`src/hdl/fbmp_pkg.sv`:
```
// Shared constants, product codes and controller/datapath interface types for the Fibonacci block.
package fbmp_pkg;

  // Field widths
  localparam int unsigned IndexW = 32;
  localparam int unsigned FibW   = 64;

  // Default exponent width and last index whose Fibonacci number fits in 64 bits
  localparam int unsigned DefIndexBits = 32;
  localparam logic [IndexW-1:0] FibLastExact = 32'd93;

  // Product codes: which pair of matrix entries goes into the multiplier.
  // Bits [2:1] name the target entry, bit [0] the first or second term of its sum.
  localparam int unsigned OpW = 3;
  localparam logic [OpW-1:0] OP_ACC_B_0 = 3'd0;  // acc.a  * base.b
  localparam logic [OpW-1:0] OP_ACC_B_1 = 3'd1;  // acc.b  * base.d
  localparam logic [OpW-1:0] OP_ACC_D_0 = 3'd2;  // acc.b  * base.b
  localparam logic [OpW-1:0] OP_ACC_D_1 = 3'd3;  // acc.d  * base.d
  localparam logic [OpW-1:0] OP_BAS_B_0 = 3'd4;  // base.a * base.b
  localparam logic [OpW-1:0] OP_BAS_B_1 = 3'd5;  // base.b * base.d
  localparam logic [OpW-1:0] OP_BAS_D_0 = 3'd6;  // base.b * base.b
  localparam logic [OpW-1:0] OP_BAS_D_1 = 3'd7;  // base.d * base.d

  // Target entry codes (upper bits of a product code)
  localparam logic [1:0] TGT_ACC_B = 2'd0;
  localparam logic [1:0] TGT_ACC_D = 2'd1;
  localparam logic [1:0] TGT_BAS_B = 2'd2;
  localparam logic [1:0] TGT_BAS_D = 2'd3;

  // Commands from controller to datapath
  typedef struct packed {
    logic           load;         // take a new index, set up the matrices
    logic           issue;        // start one 64-bit product
    logic [OpW-1:0] op;           // which product
    logic           commit;       // close one exponent bit, shift exponent
    logic           commit_acc;   // accumulator was updated this bit
    logic           commit_base;  // base was squared this bit
    logic           out_load;     // move the answer into the output register
  } fbmp_cmd_t;

  // Status from datapath to controller
  typedef struct packed {
    logic e_zero;       // no exponent bits left
    logic e_bit0;       // current exponent bit
    logic e_rest_zero;  // no set bits above the current one
  } fbmp_sts_t;

endpackage

```
`src/hdl/fbmp_ctrl.sv`:
```
// Controller: sequences product issue per exponent bit and runs both stream handshakes.
module fbmp_ctrl (
  input  logic                 clk,
  input  logic                 rst_n,
  input  logic                 in_valid,
  output logic                 in_ready,
  output logic                 out_valid,
  input  logic                 out_ready,
  input  fbmp_pkg::fbmp_sts_t  sts,
  output fbmp_pkg::fbmp_cmd_t  cmd
);

  localparam logic [2:0] S_IDLE   = 3'd0;
  localparam logic [2:0] S_BIT    = 3'd1;
  localparam logic [2:0] S_ISSUE  = 3'd2;
  localparam logic [2:0] S_WAIT   = 3'd3;
  localparam logic [2:0] S_COMMIT = 3'd4;
  localparam logic [2:0] S_DONE   = 3'd5;

  logic [2:0] state_r, state_nxt;
  logic [2:0] k_r, k_nxt;
  logic       w_r, w_nxt;
  logic       use_acc_r, use_acc_nxt;
  logic       use_bas_r, use_bas_nxt;
  logic       out_valid_r, out_valid_nxt;
  logic       last_issue;
  logic       out_free;

  assign last_issue = (k_r == fbmp_pkg::OP_BAS_D_1) ||
                      ((k_r == fbmp_pkg::OP_ACC_D_1) && !use_bas_r);
  assign out_free   = !out_valid_r || out_ready;

  always_comb begin
    state_nxt     = state_r;
    k_nxt         = k_r;
    w_nxt         = w_r;
    use_acc_nxt   = use_acc_r;
    use_bas_nxt   = use_bas_r;
    out_valid_nxt = out_valid_r;
    cmd           = '0;
    cmd.op        = k_r;

    // Drop the output beat once taken
    if (out_valid_r && out_ready) begin
      out_valid_nxt = 1'b0;
    end

    unique case (state_r)
      S_IDLE: begin
        if (in_valid) begin
          cmd.load  = 1'b1;
          state_nxt = S_BIT;
        end
      end
      S_BIT: begin
        // Decide which products this bit needs
        if (sts.e_zero) begin
          state_nxt = S_DONE;
        end else begin
          use_acc_nxt = sts.e_bit0;
          use_bas_nxt = !sts.e_rest_zero;
          k_nxt       = sts.e_bit0 ? fbmp_pkg::OP_ACC_B_0 : fbmp_pkg::OP_BAS_B_0;
          state_nxt   = S_ISSUE;
        end
      end
      S_ISSUE: begin
        cmd.issue = 1'b1;
        if (last_issue) begin
          w_nxt     = 1'b0;
          state_nxt = S_WAIT;
        end else begin
          k_nxt = k_r + 3'd1;
        end
      end
      S_WAIT: begin
        // Let the last product leave the multiplier pipeline
        w_nxt = 1'b1;
        if (w_r) begin
          state_nxt = S_COMMIT;
        end
      end
      S_COMMIT: begin
        cmd.commit      = 1'b1;
        cmd.commit_acc  = use_acc_r;
        cmd.commit_base = use_bas_r;
        state_nxt       = S_BIT;
      end
      S_DONE: begin
        if (out_free) begin
          cmd.out_load  = 1'b1;
          out_valid_nxt = 1'b1;
          state_nxt     = S_IDLE;
        end
      end
      default: begin
        state_nxt = S_IDLE;
      end
    endcase
  end

  always_ff @(posedge clk) begin
    if (!rst_n) begin
      state_r     <= S_IDLE;
      out_valid_r <= 1'b0;
    end else begin
      state_r     <= state_nxt;
      out_valid_r <= out_valid_nxt;
    end
  end

  always_ff @(posedge clk) begin
    k_r       <= k_nxt;
    w_r       <= w_nxt;
    use_acc_r <= use_acc_nxt;
    use_bas_r <= use_bas_nxt;
  end

  assign in_ready  = (state_r == S_IDLE);
  assign out_valid = out_valid_r;

endmodule

```
`config.mk`:
```
export PLATFORM = sky130hd
export DESIGN_NAME = fbmp_ctrl
export DESIGN_NICKNAME = d
export VERILOG_FILES = /design/src/hdl/fbmp_pkg.sv /design/src/hdl/fbmp_ctrl.sv
export SDC_FILE = /design/constraint.sdc
export NUM_CORES = 1
export LEC_CHECK = 0
export BUFFER_PORTS_ARGS = -buffer_cell sky130_fd_sc_hd__buf_2
export CAP_MARGIN = 20
export CORE_AREA = 2 2 39 41
export CTS_BUF_LIST = sky130_fd_sc_hd__clkbuf_8
export CTS_CLUSTER_DIAMETER = 60
export DETAILED_ROUTE_END_ITERATION = 8
export DIE_AREA = 0 0 41 43
export MAX_ROUTING_LAYER = met4
export PLACE_DENSITY = 0.8
export SLEW_MARGIN = 20
export SYNTH_ARGS = -nofsm -noshare
export SYNTH_HDL_FRONTEND = slang
export SYNTH_SLANG_ARGS = --single-unit
```
`constraint.sdc`:
```
create_clock -name clk -period 3.3 [get_ports clk]
set_input_delay 0.33 -clock clk [delete_from_list [all_inputs] [get_ports clk]]
set_output_delay 0.33 -clock clk [all_outputs]
set_load 0.02 [all_outputs]
```
---- Word level (Yosys, flattened, before mapping) ----
Index checks and enable logic that the tools add are counted.
word-level totals
  register bits after elaboration ......... 10
  input bits .............................. 7
  output and inout bits ................... 11
  logic and storage cells ................. 56
cells by class
  add/sub/neg operators ................... 1
  equality and inequality tests ........... 13
  multiplexer cells ....................... 21
  bitwise operators ....................... 1
  reduce and logical (&&, ||, !) cells .... 14
operators by type and width
  kind                   number
  $mux W3                9
  $pmux W3 S6            1
  $ne A2 B2 Y1 const B   6
  $eq A3 B2 Y1 const B   3
  $eq A3 B3 Y1 const B   3
  $mux W1                9
  $pmux W3 S2            1
  $reduce_and A2 Y1      2
  $reduce_and A4 Y1      1
  $reduce_bool A2 Y1     2
  $add A3 B1 Y3 const B  1
  $eq A3 B1 Y1 const B   1
  $logic_not A1 Y1       3
  $logic_not A3 Y1       1
  $reduce_and A3 Y1      1
  $logic_and A1 B1 Y1    2
  $logic_or A1 B1 Y1     2
  $pmux W1 S2            1
  $not A1 Y1             1

---- Longest topological paths before layout ----
Gate-level depths: netlist of the first run.
  word-level depth ........................ 5
  gate-level depth with buffers ........... 5
  depth with buffers taken out ............ 5

---- Least setup slack after synthesis of the first run ----
Ideal clock, no wire load.
  path kind ............................... reg-to-reg
  start point ............................. register k_r[0]
  end point ............................... register k_r[0], enable pin
  library setup time ...................... 0.327 ns
  arrival ................................. 1.743 ns
  data required time ...................... 2.973 ns
  setup slack ............................. 1.229 ns
  stages on the path, launching flop included .. 6
  buffers on the path ..................... 0
  period minus slack after synthesis ...... 2.071 ns
  path through ............................ edfxtp_1 > ha_1 > ha_1 > nor2b_4 > or4b_1 > a21oi_1
between the ends
  word-level cells in the longest chain between the ends .. 5
  elaborated cells on any way between the ends .. 6
  classes of those cells .................. 3 x eq/ne; 3 x reduce/logical
RTL lines
  what                                    line              RTL
  from (decl)                             fbmp_ctrl.sv:21   logic [2:0] k_r, k_nxt;
  from (signal assigned)                  fbmp_ctrl.sv:112  k_r <= k_nxt;
  $eq A3 B2 Y1                            fbmp_ctrl.sv:30   ((k_r == fbmp_pkg::OP_ACC_D_1) && !use_bas_r);
  $logic_and A1 B1 Y1                     fbmp_ctrl.sv:30
  $logic_or A1 B1 Y1 (*)                  fbmp_ctrl.sv:29   assign last_issue = (k_r == fbmp_pkg::OP_BAS_D_1) ||
  $ne A2 B2 Y1 (no source line) (*)       n/a
  $reduce_and A3 Y1 (no source line) (*)  n/a
Mark *: on every way between the ends. The rest lies on a longest branch, timed or not.
A chain may end at the register's enable or synchronous reset.

---- Worst setup path after layout of the first run ----
  start point ............................. register k_r[0]
  end point ............................... register k_r[2], enable pin
Same word-level chain as after synthesis.

==> results of run 1 <==
==> worst max-delay path, stage by stage, from the launching register on <==
cell      delay, ns
edfxtp_1       0.40
ha_1           0.25
ha_1           0.18
nor2b_4        0.13
or4b_1         0.46
a21oi_1        0.29
==> Yosys cell counts (2+ instances only) <==
library cell	count
inv_1	4
nand2b_1	2
nand2_1	5
edfxtp_1	6
dfxtp_1	4
and2_1	5
buf_2	2
and3_1	2
ha_1	3
a21oi_1	2
nor3_1	2
nor2_1	4
mux2i_1	2
==> layer usage <==
layer,up-vias,track usage,share of wire
met4,0,0.120,0.017
met3,2,0.0157,0.045
met5,-,-,0
met1,225,0.185,0.41
met2,16,0.234,0.52
li1,238,-,-
==> layout by cell type (no fill, tap or decap), types with 3 or more instances in the layout <==
cell / n
and2_1: 5
buf_2: 17
clkbuf_8: 3
dfxtp_1: 4
edfxtp_1: 6
ha_1: 3
inv_1: 4
nand2_1: 5
nor2_1: 4
==> layout make-up <==
cell class / count / area (um2)
Inverter: 4 / 15.0
Clock inverter: 1 / 3.75
Multi-Input combinational cell: 41 / 285
Timing Repair Buffer: 17 / 85.1
Fill cell: 131 / 673
Sequential cell: 10 / 260
Clock buffer: 3 / 41.3
Tap cell: 16 / 20.0
==> flip-flops by register name (all words and copies together) (netlist names) <==
signal and cells:
k_r 3, out_valid 1, state_r 3, use_bas_r 1, use_acc_r 1, w_r 1
==> power groups by stage <==
stage | clock [W] | sequential [W] | combinational, W
3_5_place_dp | 0 | 0.000162 | 0.0000677
4_1_cts | 0.000128 | 0.000160 | 0.0000682
6_report | 0.000126 | 0.000160 | 0.0000672
3_3_place_gp | 0 | 0.000161 | 0.0000671
5_1_grt | 0.000135 | 0.000162 | 0.0000754
2_1_floorplan | 0 | 0.000157 | 0.0000530
==> cell families (layout without fill, tap and decap cells) <==
logic type / Yosys count / count (layout) / share of synthesized area
fa+ha+maj: 3 / 3 / 0.0645
mux: 2 / 2 / 0.0344
simple gates: 28 / 28 / 0.295
compound gates: 8 / 8 / 0.0968
buf+inv: 7 / 25 / 0.0624
flops: 10 / 10 / 0.447
==> per-stage QoR <==
step / hold slack, ns / cell area, um2 / util / cells / setup WS [ns]
final: 0.305 / 711 / 0.514 / 92 / 1.27
after global routing: 0.299 / 711 / 0.514 / 92 / 1.19
after CTS: 0.302 / 711 / 0.514 / 92 / 1.25
after detailed placement: 0.524 / 666 / 0.481 / 88 / 1.27
after global placement: 0.502 / 666 / 0.481 / 88 / 1.32
after floorplan: 0.429 / 582 / - / 58 / 1.23
==> worst min-delay path by stage <==
| stage | startpoint | to | slack, ns | cells after the start |
|---|---|---|---|---|
| floorplan | sts[1] | use_acc_r | 0.43 | 0 |
| global placement | out_valid | out_valid | 0.50 | 2 |
| detailed placement | out_valid | out_valid | 0.52 | 2 |
| CTS | sts[1] | use_acc_r | 0.30 | 1 |
| global route | sts[1] | use_acc_r | 0.30 | 1 |
| finish | sts[1] | use_acc_r | 0.30 | 1 |
==> key figures, run 1 <==
Synthesis
  – Sequential share of the synthesized area: 0.447
  – Post-synthesis async set-or-reset flop share: 0
  – Synth top area cells: edfxtp_1, dfxtp_1, ha_1, and2_1, mux2i_1
  – Top FF cell, synth: edfxtp_1
  – Yosys Warn Count: 0
  – Syn avg cell area: 10.0 um2
  – Area leader, netlist: edfxtp_1
  – Syn Inst Count: 58
  – Synth Net Count: 68
  – Synthesized area: 582 um2
  – Post-synth cell types: 28
  – Yosys reg bits: 10
  – Top-area cell type share of the netlist area: 0.310
  – EDFF count, synth: 6

CTS
  – Hold buffers post-CTS: 0
  – Clk root buf: clkbuf_8
  – CTS clk-pin slew, worst paths: 0.05 ns
  – CTS resizes: 0
  – CTS tree: yes
  – Num CTS Buffers: 3
  – Worst skew pair latency: 0.23 ns
  – Clock sink total: 10
  – H-Tree Depth: 1
  – Post-CTS Setup Bufs: 0
  – Clock buffer depth: 2

Power and ir drop
  – Seq pwr share: 0.452
  – Leak: 0.336 nW
  – NetSw: 0.0000980 W
  – Combinational Power Share: 0.190
  – Switching share of power: 0.278
  – Internal: 0.000255 W
  – Design Power: 0.000353 W
  – Worst VDD drop: 0.239 mV
  – Clock power share: 0.357
  – Pwr/cell area: 497 nW/um2

Worst hold path
  – Hold WC Path Type: primary input to flip-flop

Critical path
  – R2r setup slk: 1.27 ns
  – Worst path required time: 3.21 ns
  – Worst path arrival time: 1.94 ns
  – Setup Crit Path Kind: flip-flop to flip-flop
  – Reg2Reg Depth: 5
  – RR Startpoint: k_r[0]
  – Worst Setup EP: k_r[2]
  – Worst setup path startpoint: k_r[0]
  – Crit end category: flip-flop
  – Startpoint Class: flip-flop
  – Critical path peak fanout: 3
  – Reg-to-Reg End: k_r[2]

Floorplan
  – Initial core utilization: 0.420
  – Num ports: 18
  – Die Span X: 41 um
  – Std-Cell Rows: 14
  – Die footprint: 1760 um2
  – Die height: 43 um
  – Core area: 1380 um2

Timing
  – Skew final: 0.000489 ns
  – Finish-stage setup viols: 0
  – Final hold viol count: 0
  – Fmax: 0.493 GHz
  – Fin Setup TNS: 0 ns
  – Max Transition Viols Final: 0
  – Relative slew slack: 0.727
  – Min cycle time layout: 2.03 ns
  – RSZ-0062 raised after global routing: no
  – Slew of the pin with the lowest slew margin: 0.409 ns
  – Final worst path period share: 0.615

Placed design
  – Dpl hpwl: 819 um
  – Port Buffer Count: 17
  – Final Wtd Congestion: 0.802

Layout
  – Share of cells above drive strength 1: 0.316
  – Antenna cells: 0
  – Syn-to-layout area delta: 22.2%
  – Layout Nets: 87

Job
  – Maxcap violations: 0

Routing
  – Pre-antenna DRT Iters: 4
  – Vias: 481
  – Drt drc: 0
  – DRT iter0 DRCs: 17
  – Antenna Nets Post-Route: 0
  – Vias per cell: 5.23
  – Routed len/inst: 12.1 um
  – Total Wirelength: 1110 um

Global routing
  – Initial antenna violation count: 0
  – Remaining global-route overflow: 0
  – First-pass GRT wire length: 1760 um
  – Total track usage: 0.157
  – Largest net degree at the start of global routing: 15
  – Vias in the first global route: 424

Status
  – Outcome: finished clean
No activity file was read; power rests on OpenSTA's default activity.
==> inputs of run 2 (changes only) <==
clock period = 2.1 ns   (was 3.3 ns; I/O delays follow)
==> key figures, run 2 (same netlist as run 1, synthesis figures left out) <==
Power and ir drop
  – Worst VDD drop: 0.375 mV (+57%)
  – Internal: 0.000401 W (+57%)
  – NetSw: 0.000152 W (+55%)
  – Leak: 0.336 nW (about the same)
  – Seq pwr share: 0.454 (+0.002)
  – Switching share of power: 0.275 (-0.00293)
  – Pwr/cell area: 775 nW/um2 (+56%)
  – Clock power share: 0.353 (-0.004)
  – Combinational Power Share: 0.193 (+0.003)

Critical path
  – Max stage delay on crit path: 0.48 ns (+0.02 ns)
  – Critical path peak fanout: 3 (unchanged)
  – CP max-delay cell: or4b_1
  – R2r setup slk: 0.12 ns (-1.15 ns)
  – Worst path arrival time: 1.90 ns (-0.04 ns)
  – Crit path depth: 5 (unchanged)
  – CP Cell Sequence: ha_1 -> ha_1 -> nor2b_4 -> or4b_1 -> a21oi_2
  – Most used cell, CP: ha_1
  – Reg2Reg Depth: 5 (unchanged)
  – Worst path required time: 2.03 ns (-1.18 ns)
  – Worst path bufs/invs: 0 (unchanged)
  – Setup Crit Path Kind: flip-flop to flip-flop
  – Crit end category: flip-flop
  – Family with the most delay on the worst path: simple AND/OR/NAND/NOR gates
  – Startpoint Class: flip-flop

Status
  – Outcome: finished clean

Floorplan
  – Die height: 43 um (unchanged)
  – Initial core utilization: 0.420 (unchanged)
  – Core area: 1380 um2 (unchanged)
  – Die footprint: 1760 um2 (unchanged)
  – Num ports: 18 (unchanged)
  – Std-Cell Rows: 14 (unchanged)
  – Die Span X: 41 um (unchanged)

Placed design
  – Final Wtd Congestion: 0.802 (about the same)
  – Cell Count Post-Placement: 88 (unchanged)
  – Port Buffer Count: 17 (unchanged)
  – Dpl hpwl: 815 um (-0.38%)

Routing
  – Vias per cell: 5.13 (-1.9%)
  – Drt drc: 0 (unchanged)
  – Routed len/inst: 12.2 um (+1.1%)
  – Vias: 472 (-1.9%)
  – Highest Signal Layer: met4
  – Total Wirelength: 1120 um (+1.1%)
  – Met3 wire length: 43 um (-14%)
  – DRT iter0 DRCs: 17 (unchanged)
  – Pre-antenna DRT Iters: 5 (+1)
  – Total length of routed met2 wires: 552 um (-5.2%)
  – Wl on met1: 490 um (+7.5%)
  – Antenna Nets Post-Route: 0 (unchanged)

Global routing
  – Remaining global-route overflow: 0 (unchanged)
  – Vias in the first global route: 442 (+4.2%)
  – Largest net degree at the start of global routing: 15 (unchanged)
  – Total track usage: 0.155 (-0.00209)
  – First-pass GRT wire length: 1770 um (+0.80%)
  – Initial antenna violation count: 0 (unchanged)

Timing
  – RSZ-0062 raised after global routing: no
  – Final hold viol count: 0 (unchanged)
  – Slew of the pin with the lowest slew margin: 0.421 ns (+0.0124 ns)
  – Skew final: 0.00263 ns (+0.00214 ns)
  – Final worst path period share: 0.942 (+0.327)
  – Min cycle time layout: 1.98 ns (-0.0516 ns)
  – WHS: 0.182 ns (-0.123 ns)
  – Max Transition Viols Final: 0 (unchanged)
  – Relative slew slack: 0.719 (-0.00829)
  – Finish-stage setup viols: 0 (unchanged)
  – Fmax: 0.506 GHz (+2.6%)
  – Fin Setup TNS: 0 ns (unchanged)

CTS
  – CTS resizes: 0 (unchanged)
  – CTS tree: yes
  – Post-CTS Setup Bufs: 0 (unchanged)
  – Clock buffer depth: 2 (unchanged)
  – Hold buffers post-CTS: 0 (unchanged)
  – CTS clk-pin slew, worst paths: 0.05 ns (about the same)
  – Clk root buf: clkbuf_8
  – Worst skew pair latency: 0.23 ns (about the same)
  – H-Tree Depth: 1 (unchanged)
  – Clock sink total: 10 (unchanged)
  – Num CTS Buffers: 3 (unchanged)

Worst hold path
  – Worst hold path cell count: 1 (unchanged)
  – Hold WC Path Type: primary input to flip-flop

Layout
  – Most frequent cells in the layout: buf_2, edfxtp_1, and2_1, nand2_1
  – Layout Cells excl Fill: 92 (unchanged)
  – Syn-to-layout area delta: 22.8%
  – Commonest non-fill, non-tap cell in the layout: buf_2
  – Top Registers: k_r (3), state_r (3)
  – Antenna cells: 0 (unchanged)
  – FILL cells: 132 (+0.76%)
  – Share of cells above drive strength 1: 0.329 (+0.0132)
  – Layout Nets: 87 (unchanged)

Job
  – Maxcap violations: 0 (unchanged)
run 2: path summary, 6_finish.rpt:
| kind | startpoint | end |
|---|---|---|
| worst max-delay path | k_r[0] | k_r[2] |
| worst min-delay path | sts[1] | use_acc_r |
| worst min register to register | out_valid | out_valid |
| worst max register to register | k_r[0] | k_r[2] |
run 2: routing by layer:
metal / vias up / GRT usage
met5: - / -
met4: 0 / 0.120
met3: 4 / 0.0157
met2: 14 / 0.234
met1: 215 / 0.178
li1: 239 / -
run 2: layout make-up:
cell class	instances	area [um2]	area share
Sequential cell	10	260	0.364
Tap cell	16	20.0	0.0280
Multi-Input combinational cell	41	289	0.405
Clock inverter	1	3.75	0.00525
Clock buffer	3	41.3	0.0578
Timing Repair Buffer	17	85.1	0.119
Inverter	4	15.0	0.0210
run 2: power groups by stage:
stage / combinational, W / clock (W) / sequential (W)
after floorplan: 0.0000832 / 0 / 0.000246
after detailed placement: 0.000106 / 0 / 0.000254
final: 0.000107 / 0.000195 / 0.000251
after CTS: 0.000107 / 0.000201 / 0.000251
after global routing: 0.000121 / 0.000210 / 0.000254
after global placement: 0.000105 / 0 / 0.000253
run 2: metrics by stage:
step	setup slack (ns)	instance area [um2]	utilization	power, W
3_3_place_gp	0.122	666	0.481	0.000359
5_1_grt	0.0372	714	0.516	0.000585
3_5_place_dp	0.0702	666	0.481	0.000361
2_1_floorplan	0.0295	582	-	0.000330
6_report	0.123	714	0.516	0.000553
4_1_cts	0.0479	711	0.514	0.000559
